[src/axis_homing_and_move_sequencer_core_macros.svh]
// ---------------------------------------------------------------------------
// Assertion macros for the axis homing and move sequencer
// Clocked implication checks, reset-qualified, reporting through $error.
// ---------------------------------------------------------------------------
`ifndef AXIS_HOMING_AND_MOVE_SEQUENCER_CORE_MACROS_SVH
`define AXIS_HOMING_AND_MOVE_SEQUENCER_CORE_MACROS_SVH

// same-cycle implication
`define AHMS_ASSERT_NOW(label, clk, rst, ante, cons, msg) \
   label: assert property (@(posedge clk) disable iff (rst) (ante) |-> (cons)) \
      else $error(msg);

// next-cycle implication
`define AHMS_ASSERT_NEXT(label, clk, rst, ante, cons, msg) \
   label: assert property (@(posedge clk) disable iff (rst) (ante) |=> (cons)) \
      else $error(msg);

`endif

[src/ahms_pkg.sv]
// ---------------------------------------------------------------------------
// ahms_pkg
// Types, codes and the microcode table of the axis homing and move sequencer.
// ---------------------------------------------------------------------------
package ahms_pkg;

   // field widths
   localparam int OP_W     = 3;
   localparam int UNIT_W   = 12;
   localparam int SPU_W    = 8;
   localparam int SPEED_W  = 16;
   localparam int SETTLE_W = 16;
   localparam int SPOS_W   = 24;
   localparam int VAL_W    = 24;
   localparam int POS_W    = 16;
   localparam int CSR_IDX_W = 3;
   localparam int CSR_DATA_W = 16;
   localparam int REQ_DATA_W = 40;
   localparam int RSP_DATA_W = 56;
   localparam int DIV_CNT_W = 5;

   // configuration register indexes
   localparam logic [CSR_IDX_W-1:0] CSR_OPEN_TARGET     = 3'd0;
   localparam logic [CSR_IDX_W-1:0] CSR_OPEN_TARGET_ALT = 3'd1;
   localparam logic [CSR_IDX_W-1:0] CSR_STEPS_PER_UNIT  = 3'd2;
   localparam logic [CSR_IDX_W-1:0] CSR_SEARCH_SPEED    = 3'd3;
   localparam logic [CSR_IDX_W-1:0] CSR_SETTLE_TICKS    = 3'd4;

   // configuration reset values
   localparam logic [UNIT_W-1:0]   RST_OPEN_TARGET     = 12'd280;
   localparam logic [UNIT_W-1:0]   RST_OPEN_TARGET_ALT = 12'd300;
   localparam logic [SPU_W-1:0]    RST_STEPS_PER_UNIT  = 8'd80;
   localparam logic [SPEED_W-1:0]  RST_SEARCH_SPEED    = 16'd400;
   localparam logic [SETTLE_W-1:0] RST_SETTLE_TICKS    = 16'd100;

   typedef enum logic [OP_W-1:0] {
      OP_TICK     = 3'd0,
      OP_HOME     = 3'd1,
      OP_MOVE     = 3'd2,
      OP_OPEN     = 3'd3,
      OP_OPEN_ALT = 3'd4,
      OP_CLOSE    = 3'd5,
      OP_STOP     = 3'd6
   } op_type;

   typedef enum logic [2:0] {
      AX_UNKNOWN = 3'd0,
      AX_READY   = 3'd1,
      AX_HOMING  = 3'd2,
      AX_MOVING  = 3'd3,
      AX_ERROR   = 3'd4
   } axis_type;

   typedef enum logic [1:0] {
      DOOR_CLOSED  = 2'd0,
      DOOR_OPEN    = 2'd1,
      DOOR_OPENING = 2'd2,
      DOOR_CLOSING = 2'd3
   } door_type;

   typedef enum logic [2:0] {
      CMD_NONE = 3'd0,
      CMD_CW   = 3'd1,
      CMD_CCW  = 3'd2,
      CMD_STOP = 3'd3,
      CMD_MOVE = 3'd4,
      CMD_ZERO = 3'd5
   } cmd_type;

   typedef enum logic [2:0] {
      HS_START    = 3'd0,
      HS_APPROACH = 3'd1,
      HS_SETTLE1  = 3'd2,
      HS_BACKOFF  = 3'd3,
      HS_SETTLE2  = 3'd4,
      HS_FINAL    = 3'd5
   } hstep_type;

   // microcode
   typedef logic [2:0] upc_type;

   typedef enum logic [2:0] {
      ACT_IDLE,      // take a request beat
      ACT_DECODE,    // look at the latched beat
      ACT_DIV_START, // launch the position divide
      ACT_DIV_WAIT,  // wait for the divider
      ACT_EXEC,      // commit state and load the response
      ACT_HOLD       // response slot still full
   } act_type;

   typedef enum logic [2:0] {
      J_NEVER,
      J_ALWAYS,
      J_NO_BEAT,
      J_NO_DIV,
      J_DIV_BUSY,
      J_OUT_FREE
   } jcond_type;

   typedef struct packed {
      act_type   act;
      jcond_type jcond;
      upc_type   jaddr;
   } ctrl_word_type;

   typedef struct packed {
      logic beat;
      logic need_div;
      logic div_busy;
      logic out_free;
   } useq_cond_type;

   function automatic ctrl_word_type ucode_rom(input upc_type pc);
      ctrl_word_type w;
      case (pc)
         3'd0:    w = '{act: ACT_IDLE,      jcond: J_NO_BEAT,  jaddr: 3'd0};
         3'd1:    w = '{act: ACT_DECODE,    jcond: J_NO_DIV,   jaddr: 3'd4};
         3'd2:    w = '{act: ACT_DIV_START, jcond: J_NEVER,    jaddr: 3'd0};
         3'd3:    w = '{act: ACT_DIV_WAIT,  jcond: J_DIV_BUSY, jaddr: 3'd3};
         3'd4:    w = '{act: ACT_EXEC,      jcond: J_OUT_FREE, jaddr: 3'd0};
         3'd5:    w = '{act: ACT_HOLD,      jcond: J_ALWAYS,   jaddr: 3'd4};
         default: w = '{act: ACT_HOLD,      jcond: J_ALWAYS,   jaddr: 3'd0};
      endcase
      return w;
   endfunction

endpackage

[src/ahms_div.sv]
// ---------------------------------------------------------------------------
// ahms_div
// Serial restoring divider, one quotient bit per cycle, unsigned operands.
// ---------------------------------------------------------------------------
module ahms_div
   import ahms_pkg::*;
(
   input  logic              clock,
   input  logic              reset,
   input  logic              start,
   input  logic [SPOS_W-1:0] dividend,
   input  logic [SPU_W-1:0]  divisor,   // nonzero
   output logic              busy,
   output logic [SPOS_W-1:0] quotient
);

   logic [DIV_CNT_W-1:0] cnt_ff, cnt_in;
   logic [SPOS_W-1:0]    quo_ff, quo_in;
   logic [SPU_W-1:0]     rem_ff, rem_in;
   logic [SPU_W-1:0]     dvs_ff, dvs_in;
   logic [SPU_W:0]       trial;
   logic                 fits;

   always_comb begin
      trial  = {rem_ff, quo_ff[SPOS_W-1]};
      fits   = (trial >= {1'b0, dvs_ff});
      cnt_in = cnt_ff;
      quo_in = quo_ff;
      rem_in = rem_ff;
      dvs_in = dvs_ff;
      if (start) begin
         cnt_in = DIV_CNT_W'(SPOS_W);
         quo_in = dividend;
         rem_in = '0;
         dvs_in = divisor;
      end else if (cnt_ff != '0) begin
         cnt_in = cnt_ff - 1'b1;
         quo_in = {quo_ff[SPOS_W-2:0], fits};
         rem_in = fits ? SPU_W'(trial - {1'b0, dvs_ff}) : trial[SPU_W-1:0];
      end
   end

   always_ff @(posedge clock) begin
      if (reset) begin
         cnt_ff <= '0;
      end else begin
         cnt_ff <= cnt_in;
      end
   end

   always_ff @(posedge clock) begin
      quo_ff <= quo_in;
      rem_ff <= rem_in;
      dvs_ff <= dvs_in;
   end

   assign busy     = (cnt_ff != '0);
   assign quotient = quo_ff;

endmodule

[src/ahms_useq.sv]
// ---------------------------------------------------------------------------
// ahms_useq
// Microprogram counter and control store with conditional jumps.
// ---------------------------------------------------------------------------
module ahms_useq
   import ahms_pkg::*;
(
   input  logic          clock,
   input  logic          reset,
   input  useq_cond_type cond,
   output ctrl_word_type ctrl
);

   upc_type upc_ff, upc_in;
   logic    take;

   always_comb begin
      ctrl = ucode_rom(upc_ff);
      case (ctrl.jcond)
         J_NEVER:    take = 1'b0;
         J_ALWAYS:   take = 1'b1;
         J_NO_BEAT:  take = !cond.beat;
         J_NO_DIV:   take = !cond.need_div;
         J_DIV_BUSY: take = cond.div_busy;
         J_OUT_FREE: take = cond.out_free;
         default:    take = 1'b1;
      endcase
      upc_in = take ? ctrl.jaddr : upc_type'(upc_ff + 1'b1);
   end

   always_ff @(posedge clock) begin
      if (reset) begin
         upc_ff <= '0;
      end else begin
         upc_ff <= upc_in;
      end
   end

endmodule

[src/axis_homing_and_move_sequencer_core.sv]
// ---------------------------------------------------------------------------
// axis_homing_and_move_sequencer_core
// Homing and move sequencer for one stepper axis with an origin switch.
// ---------------------------------------------------------------------------
// Sequence: each request beat is taken, decoded and executed, execute
// loading the response register; a tick that completes a move starts
// the serial divider after decode and waits for it before execute. The
// next beat is taken while the previous response waits on rsp_tready,
// and a full response slot holds execute.
// Reset: synchronous; config back to defaults, axis unknown, door closed.
// ---------------------------------------------------------------------------
module axis_homing_and_move_sequencer_core
   import ahms_pkg::*;
(
   input  logic                  clock,
   input  logic                  reset,
   // request beats
   input  logic                  req_tvalid,
   output logic                  req_tready,
   input  logic [REQ_DATA_W-1:0] req_tdata,  // target_position[11:0], origin_sensor[12],
                                             // stepper_ready[13], stepper_position[37:14]
   input  logic [OP_W-1:0]       req_tuser,  // operation[2:0]
   // response beats
   output logic                  rsp_tvalid,
   input  logic                  rsp_tready,
   output logic [RSP_DATA_W-1:0] rsp_tdata,  // busy_refused[0], command_value[24:1],
                                             // axis_state_out[27:25], door_state_out[29:28],
                                             // position_out[45:30], is_open[46],
                                             // is_closed[47], is_busy[48]
   output logic [2:0]            rsp_tuser,  // motor_command[2:0]
   // configuration writes
   input  logic                  csr_we,
   input  logic [CSR_IDX_W-1:0]  csr_index,
   input  logic [CSR_DATA_W-1:0] csr_wdata
);

`include "axis_homing_and_move_sequencer_core_macros.svh"

   // ---------------- configuration registers ----------------
   logic [UNIT_W-1:0]   open_target_ff;
   logic [UNIT_W-1:0]   open_target_alt_ff;
   logic [SPU_W-1:0]    steps_per_unit_ff;
   logic [SPEED_W-1:0]  search_speed_ff;
   logic [SETTLE_W-1:0] settle_ticks_ff;

   always_ff @(posedge clock) begin
      if (reset) begin
         open_target_ff     <= RST_OPEN_TARGET;
         open_target_alt_ff <= RST_OPEN_TARGET_ALT;
         steps_per_unit_ff  <= RST_STEPS_PER_UNIT;
         search_speed_ff    <= RST_SEARCH_SPEED;
         settle_ticks_ff    <= RST_SETTLE_TICKS;
      end else if (csr_we) begin
         case (csr_index)
            CSR_OPEN_TARGET:     open_target_ff     <= csr_wdata[UNIT_W-1:0];
            CSR_OPEN_TARGET_ALT: open_target_alt_ff <= csr_wdata[UNIT_W-1:0];
            CSR_STEPS_PER_UNIT:  steps_per_unit_ff  <= csr_wdata[SPU_W-1:0];
            CSR_SEARCH_SPEED:    search_speed_ff    <= csr_wdata[SPEED_W-1:0];
            CSR_SETTLE_TICKS:    settle_ticks_ff    <= csr_wdata[SETTLE_W-1:0];
            default: ;  // unmapped index, write dropped
         endcase
      end
   end

   // ---------------- microcode sequencer ----------------
   ctrl_word_type ctrl;
   useq_cond_type cond;
   logic          beat;
   logic          commit;
   logic          div_busy;
   logic [SPOS_W-1:0] div_quo;

   // no beat is taken while reset is held
   assign req_tready = (ctrl.act == ACT_IDLE) && !reset;
   assign beat       = req_tvalid && req_tready;

   ahms_useq u_useq (
      .clock (clock),
      .reset (reset),
      .cond  (cond),
      .ctrl  (ctrl)
   );

   // ---------------- latched request beat ----------------
   op_type              op_ff;
   logic [UNIT_W-1:0]   target_ff;
   logic                sensor_ff;
   logic                drv_ready_ff;
   logic [SPOS_W-1:0]   spos_ff;

   always_ff @(posedge clock) begin
      if (beat) begin
         op_ff        <= op_type'(req_tuser);
         target_ff    <= req_tdata[11:0];
         sensor_ff    <= req_tdata[12];
         drv_ready_ff <= req_tdata[13];
         spos_ff      <= req_tdata[37:14];
      end
   end

   // ---------------- axis state ----------------
   axis_type            axis_state_ff, axis_state_in;
   hstep_type           hstep_ff, hstep_in;
   logic [POS_W-1:0]    axis_pos_ff, axis_pos_in;
   door_type            door_ff, door_in;
   logic [SETTLE_W-1:0] settle_ff, settle_in;

   logic axis_busy;
   assign axis_busy = (axis_state_ff == AX_HOMING) || (axis_state_ff == AX_MOVING);

   // a tick that finds the driver ready ends a move and needs the divide
   logic need_div;
   assign need_div = (op_ff == OP_TICK) && (axis_state_ff == AX_MOVING) && drv_ready_ff;

   // response slot free: empty, or being drained this edge
   logic out_free;
   assign out_free = !rsp_tvalid || rsp_tready;

   assign cond.beat     = beat;
   assign cond.need_div = need_div;
   assign cond.div_busy = div_busy;
   assign cond.out_free = out_free;

   assign commit = (ctrl.act == ACT_EXEC) && out_free;

   // ---------------- position divide ----------------
   // magnitude of the driver position over steps per unit (zero taken as one)
   logic              spos_neg;
   logic [SPOS_W-1:0] spos_mag;
   logic [SPU_W-1:0]  divisor;

   assign spos_neg = spos_ff[SPOS_W-1];
   assign spos_mag = spos_neg ? SPOS_W'(-spos_ff) : spos_ff;
   assign divisor  = (steps_per_unit_ff == '0) ? SPU_W'(1) : steps_per_unit_ff;

   ahms_div u_div (
      .clock    (clock),
      .reset    (reset),
      .start    (ctrl.act == ACT_DIV_START),
      .dividend (spos_mag),
      .divisor  (divisor),
      .busy     (div_busy),
      .quotient (div_quo)
   );

   // truncated quotient, signed and saturated to 16 bits
   logic [POS_W-1:0] q_sat;
   always_comb begin
      if (!spos_neg) begin
         q_sat = (div_quo > SPOS_W'(32767)) ? 16'h7FFF : div_quo[POS_W-1:0];
      end else begin
         q_sat = (div_quo > SPOS_W'(32768)) ? 16'h8000 : POS_W'(-div_quo[POS_W-1:0]);
      end
   end

   // ---------------- execute: next state and response ----------------
   logic [UNIT_W-1:0]       move_units;
   logic [UNIT_W+SPU_W-1:0] move_pulses;
   logic [SETTLE_W-1:0]     settle_dec;
   logic                    refused_c;
   cmd_type                 cmd_c;
   logic [VAL_W-1:0]        val_c;
   logic [VAL_W-1:0]        speed_val;
   logic                    is_open_c;
   logic                    is_closed_c;
   logic                    is_busy_c;

   always_comb begin
      case (op_ff)
         OP_MOVE:     move_units = target_ff;
         OP_OPEN:     move_units = open_target_ff;
         OP_OPEN_ALT: move_units = open_target_alt_ff;
         default:     move_units = '0;  // close goes to zero
      endcase
   end

   assign move_pulses = move_units * steps_per_unit_ff;
   assign speed_val   = VAL_W'(search_speed_ff);
   assign settle_dec  = (settle_ff != '0) ? SETTLE_W'(settle_ff - 1'b1) : '0;

   always_comb begin
      axis_state_in = axis_state_ff;
      hstep_in      = hstep_ff;
      axis_pos_in   = axis_pos_ff;
      door_in       = door_ff;
      settle_in     = settle_ff;
      cmd_c         = CMD_NONE;
      val_c         = '0;
      refused_c     = 1'b0;

      case (op_ff)
         OP_TICK: begin
            if (axis_state_ff == AX_HOMING) begin
               case (hstep_ff)
                  HS_APPROACH: begin
                     if (sensor_ff) begin
                        cmd_c     = CMD_STOP;
                        settle_in = settle_ticks_ff;
                        hstep_in  = HS_SETTLE1;
                     end
                  end
                  HS_SETTLE1: begin
                     // count drops every tick; pause ends once it hits zero
                     settle_in = settle_dec;
                     if (settle_dec == '0) begin
                        cmd_c    = CMD_CW;
                        val_c    = speed_val;
                        hstep_in = HS_BACKOFF;
                     end
                  end
                  HS_BACKOFF: begin
                     if (!sensor_ff) begin
                        cmd_c     = CMD_STOP;
                        settle_in = settle_ticks_ff;
                        hstep_in  = HS_SETTLE2;
                     end
                  end
                  HS_SETTLE2: begin
                     settle_in = settle_dec;
                     if (settle_dec == '0) begin
                        cmd_c    = CMD_CCW;
                        val_c    = speed_val;
                        hstep_in = HS_FINAL;
                     end
                  end
                  HS_FINAL: begin
                     if (sensor_ff) begin
                        cmd_c         = CMD_ZERO;
                        hstep_in      = HS_START;
                        axis_pos_in   = '0;
                        axis_state_in = AX_READY;
                     end
                  end
                  default: begin
                     // start: back off the switch if on it, else approach it
                     cmd_c    = sensor_ff ? CMD_CW : CMD_CCW;
                     val_c    = speed_val;
                     hstep_in = sensor_ff ? HS_BACKOFF : HS_APPROACH;
                  end
               endcase
            end else if (need_div) begin
               axis_pos_in   = q_sat;
               axis_state_in = AX_READY;
               if (door_ff == DOOR_OPENING) begin
                  door_in = DOOR_OPEN;
               end else if (door_ff == DOOR_CLOSING) begin
                  door_in = DOOR_CLOSED;
               end
            end
         end
         OP_HOME: begin
            if (axis_busy) begin
               refused_c = 1'b1;
            end else begin
               axis_state_in = AX_HOMING;
               hstep_in      = HS_START;
            end
         end
         OP_MOVE, OP_OPEN, OP_OPEN_ALT, OP_CLOSE: begin
            // door status follows open/close even when the move is refused
            if ((op_ff == OP_OPEN) || (op_ff == OP_OPEN_ALT)) begin
               door_in = DOOR_OPENING;
            end else if (op_ff == OP_CLOSE) begin
               door_in = DOOR_CLOSING;
            end
            if (axis_busy) begin
               refused_c = 1'b1;
            end else begin
               axis_state_in = AX_MOVING;
               cmd_c         = CMD_MOVE;
               val_c         = VAL_W'(move_pulses);
            end
         end
         OP_STOP: begin
            cmd_c = CMD_STOP;
         end
         default: ;  // unused code: no effect
      endcase
   end

   // query flags reflect the state after this beat
   assign is_open_c   = (axis_state_in == AX_READY) &&
                        (axis_pos_in == {{(POS_W-UNIT_W){1'b0}}, open_target_ff});
   assign is_closed_c = (axis_state_in == AX_READY) && (axis_pos_in == '0);
   assign is_busy_c   = (axis_state_in == AX_HOMING) || (axis_state_in == AX_MOVING);

   always_ff @(posedge clock) begin
      if (reset) begin
         axis_state_ff <= AX_UNKNOWN;
         hstep_ff      <= HS_START;
         axis_pos_ff   <= '0;
         door_ff       <= DOOR_CLOSED;
         settle_ff     <= '0;
      end else if (commit) begin
         axis_state_ff <= axis_state_in;
         hstep_ff      <= hstep_in;
         axis_pos_ff   <= axis_pos_in;
         door_ff       <= door_in;
         settle_ff     <= settle_in;
      end
   end

   // ---------------- response register ----------------
   logic                  rsp_valid_ff;
   logic [RSP_DATA_W-1:0] rsp_data_ff;
   cmd_type               rsp_cmd_ff;

   always_ff @(posedge clock) begin
      if (reset) begin
         rsp_valid_ff <= 1'b0;
      end else if (commit) begin
         rsp_valid_ff <= 1'b1;
      end else if (rsp_tready) begin
         rsp_valid_ff <= 1'b0;
      end
   end

   always_ff @(posedge clock) begin
      if (commit) begin
         rsp_cmd_ff  <= cmd_c;
         rsp_data_ff <= {7'd0, is_busy_c, is_closed_c, is_open_c, axis_pos_in,
                         door_in, axis_state_in, val_c, refused_c};
      end
   end

   assign rsp_tvalid = rsp_valid_ff;
   assign rsp_tdata  = rsp_data_ff;
   assign rsp_tuser  = rsp_cmd_ff;

   // ---------------- assertions ----------------
   `AHMS_ASSERT_NOW(a_div_start_idle, clock, reset, ctrl.act == ACT_DIV_START, !div_busy, "divider restarted while busy")
   `AHMS_ASSERT_NEXT(a_commit_loads_rsp, clock, reset, commit, rsp_tvalid, "committed beat produced no response")
   `AHMS_ASSERT_NOW(a_hstep_only_homing, clock, reset, hstep_ff != HS_START, axis_state_ff == AX_HOMING, "homing step active outside homing")
   `AHMS_ASSERT_NEXT(a_refused_no_cmd, clock, reset, commit && refused_c, rsp_tuser == CMD_NONE, "refused request issued a motor command")

endmodule

[config.mk]
export PLATFORM = sky130hd
export DESIGN_NAME = axis_homing_and_move_sequencer_core
export DESIGN_NICKNAME = d
export VERILOG_FILES = /design/src/ahms_pkg.sv /design/src/ahms_div.sv /design/src/ahms_useq.sv /design/src/axis_homing_and_move_sequencer_core.sv
export VERILOG_INCLUDE_DIRS = /design/src /design/src/src
export SDC_FILE = /design/constraint.sdc
export NUM_CORES = 1
export LEC_CHECK = 0
export BUFFER_PORTS_ARGS = -buffer_cell sky130_fd_sc_hd__buf_4
export CORE_UTILIZATION = 40
export CTS_CLUSTER_SIZE = 10
export DETAILED_ROUTE_END_ITERATION = 6
export PLACE_DENSITY_LB_ADDON = 0.2
export SLEW_MARGIN = 20
export SYNTH_ARGS = -nofsm -noshare
export SYNTH_HDL_FRONTEND = slang
export SYNTH_SLANG_ARGS = --single-unit
[constraint.sdc]
create_clock -name clock -period 6.7 [get_ports clock]
set_input_delay 1.34 -clock clock [delete_from_list [all_inputs] [get_ports clock]]
set_output_delay 1.34 -clock clock [all_outputs]
set_load 0.02 [all_outputs]
==> out/qor.yml <==
status:
  status: "completed"
critical_path:
  endpoint_kind: "flop"
  r2r_setup_slack_ns: 0.65
  crit_start: "op_ff[0]$_DFFE_PP_"
  path_max_fanout: 8
  arrival_ns: 6.35
  path_class: "flop to flop"
  start_kind: "flop"
  critPathRequiredTime_ns: 7.00
  r2r-end: "rsp_tdata[19]$_DFFE_PP_"
  timing.rr.start: "op_ff[0]$_DFFE_PP_"
  reg2reg_depth: 20
  critPathCapture: "rsp_tdata[19]$_DFFE_PP_"
place:
  dpl.hpwl_um: 29730
  numPortBuffers: 114
  dpl.cell_count: 2251
  place_congestion: 0.8965
clocking:
  cts_made_buffers: 30
  cts_setup_buffers: 0
  htreeDepth: 1
  clock_latency_ns: 0.57
  cts_hold_buf: 0
  root_buffer: "clkbuf_16"
  cts_tree: "done"
  clk_path_buf_depth: 3
  cts_sinks: 242
  cts_resized: 0
  cts.clk_slew.worst_paths_ns: 0.06
route:
  vias_per_cell: 5.450
  drc: 0
  wirelength_um: 41500
  drtAntennaViolNets: 0
  vias: 12570
  drt_first_pass_iters: 7
  wire_per_inst_um: 18.00
  drtIter0Drc: 904
timing:
  finalSetupViolCount: 0
  fmax_ghz: 0.1653
  slew-limit-headroom_pct: 22.81
  finalMaxSlewViolations: 0
  clock_skew_ns: 0.02231
  fin_tns_setup_ns: 0
  finalCritPeriodShare_pct: 90.31
  finalHoldViolCount: 0
  tightest_slew_ns: 1.146
  period_minus_slack_ns: 6.051
  whs_ns: 0.4556
  grt_setup_unrepaired: "no"
final_layout:
  final_net_count: 1959
  final_core_util_pct: 46.54
  stdcell_count: 2306
  final_common_cell: "nand2_1"
  antenna_cells: 0
  drive_above_1_share_pct: 11.81
  area_growth_syn_to_layout_pct: 14.74
  most-common-layout-cells: "nand2_1, buf_4, inv_1"
logic_synthesis:
  synth-edff-count: 121
  ys_seq_elements: 242
  yosysTopAreaCellShare_pct: 23.84
  synth_cell_type_count: 89
  syn_area_um2: 15240
  ys_top_cells_by_area: "edfxtp_1, dfxtp_1, fa_1"
  syn_inst: 1689
  synth_area_per_cell_um2: 9.024
  ys.flop_type: "edfxtp_1"
  yosys_warnings: 0
  ys_seq_area_share_pct: 39.73
  async_flop_share_pct: 0
  synth_top_area_cell: "edfxtp_1"
pwr:
  power_uw: 4442
  powerDensity_nw_per_um2: 254.0
  vdd_drop_max_v: 0.0001903
  power.leakage_uw: 0.007012
die:
  dieArea_um2: 38890
  core-area_um2: 37580
  die_w_um: 197.2
  start_util_pct: 40.56
  die_y_um: 197.2
  ios: 128
  rows: 71
global_route:
  grt_start_max_net_pins: 88
  grtUsageTotal_pct: 21.20
  grt_pass1_vias: 11970
  grt-ovfl-total: 0
  grt_antenna_before_repair: 2
  grt_first_pass_wirelength_um: 65570
hold_path:
  hp-class: "flop to flop"
run:
  drv_cap: 0
==> stage by stage <==
step           worst slack (ns)  cell area, um^2
2_1_floorplan            0.9107            15280
3_3_place_gp             0.7300            16550
3_5_place_dp             0.6989            16550
4_1_cts                  0.6720            17490
5_1_grt                  0.4041            17490
6_report                 0.6490            17490
==> registers in the layout, summed over array words and instances (netlist names), 12 cells and up <==
name and flops:
axis_pos_ff 16, open_target_alt_ff 12, open_target_ff 12, u_div.quotient 24
search_speed_ff 16, target_ff 12, settle_ff 16, settle_ticks_ff 16
spos_ff 24, rsp_tdata 45
==> final cells by class <==
class	count	area, um^2
repair buffers	141	1059
multi-input cells	1230	8325
fillers	3615	20090
well taps	511	639.4
clock buffers	52	917.1
inverters	127	476.7
flip-flops and latches	242	6056
clock inverters	3	16.27
==> worst min-delay path by stage <==
stage,from,endpoint,depth (start not counted)
CTS,search_speed_ff[2]$_SDFFE_PP0P_,search_speed_ff[2]$_SDFFE_PP0P_,2
finish,search_speed_ff[5]$_SDFFE_PP0P_,search_speed_ff[5]$_SDFFE_PP0P_,2
detailed placement,search_speed_ff[2]$_SDFFE_PP0P_,search_speed_ff[2]$_SDFFE_PP0P_,2
floorplan,axis_pos_ff[4]$_SDFFE_PP0P_,axis_pos_ff[4]$_SDFFE_PP0P_,2
global route,axis_pos_ff[4]$_SDFFE_PP0P_,axis_pos_ff[4]$_SDFFE_PP0P_,2
global placement,search_speed_ff[3]$_SDFFE_PP0P_,search_speed_ff[3]$_SDFFE_PP0P_,2
==> logic make-up after synthesis <==
family / synth area share [%]
multiplexers: 2.323
other: 0.02460
flip-flops: 39.73
AND/OR/NAND/NOR: 20.97
AO/OA/AOI/OAI: 15.56
XOR/XNOR: 2.586
adder cells (fa/ha/maj): 12.86
buffers and inverters: 5.943
==> per-layer routing <==
layer	GRT usage (%)	routed length, um
met1	30.20	19250
met2	32.99	18840
met3	3.142	2375
met4	6.718	1024
met5	0	13
==> cell usage after synthesis (4+ instances only) <==
cell      instances
o311ai_0          4
or3_1            15
buf_1             8
a22o_1           15
a21boi_0          4
nor2_1          104
nand2_1         263
nor2b_1           7
a31oi_1           9
o21ai_1           7
nand2b_1         13
and2_1           84
a21oi_1         121
o21bai_1          5
nor3b_1           4
dfxtp_1         121
buf_2             4
nand4b_1          5
buf_4            11
fa_1             61
xor2_1           27
o21ai_0          90
mux2i_1          32
o31ai_1           9
clkbuf_1         76
a221oi_1          5
a32o_1            4
or2_2             5
inv_1           126
a21o_1            9
nand3b_1          6
and3_1            8
o211ai_1         10
edfxtp_1        121
nand4_1          12
nor4b_1           4
or4_1            13
ha_1             59
nor4_1           15
a22oi_1           4
xnor2_1          18
nand3_1          33
nor3_1           41
a211oi_1         22
o41ai_1           5
==> worst max-delay path, cell delays in order (launching register included) <==
cell      delay [ns]
edfxtp_1        0.57
mux2i_1         0.18
o21ai_0         0.90
nand2_1         0.16
fa_1            0.50
fa_1            0.55
inv_1           0.06
fa_1            0.53
inv_1           0.06
fa_1            0.53
inv_1           0.04
ha_1            0.35
nand3_1         0.11
o211ai_1        0.10
o41ai_1         0.27
buf_4           0.18
o21ai_0         0.12
a31oi_1         0.26
a21oi_1         0.12
xnor2_1         0.14
nor2_1          0.05
==> report_power, final <==
group | switching (uW) | leakage [uW] | internal (uW)
combinational | 567 | 0.00443 | 364
sequential | 183 | 0.00213 | 1780
clock | 631 | 0.000453 | 919
total | 1380 | 0.00701 | 3060
Power figures use the tool's default switching activity.
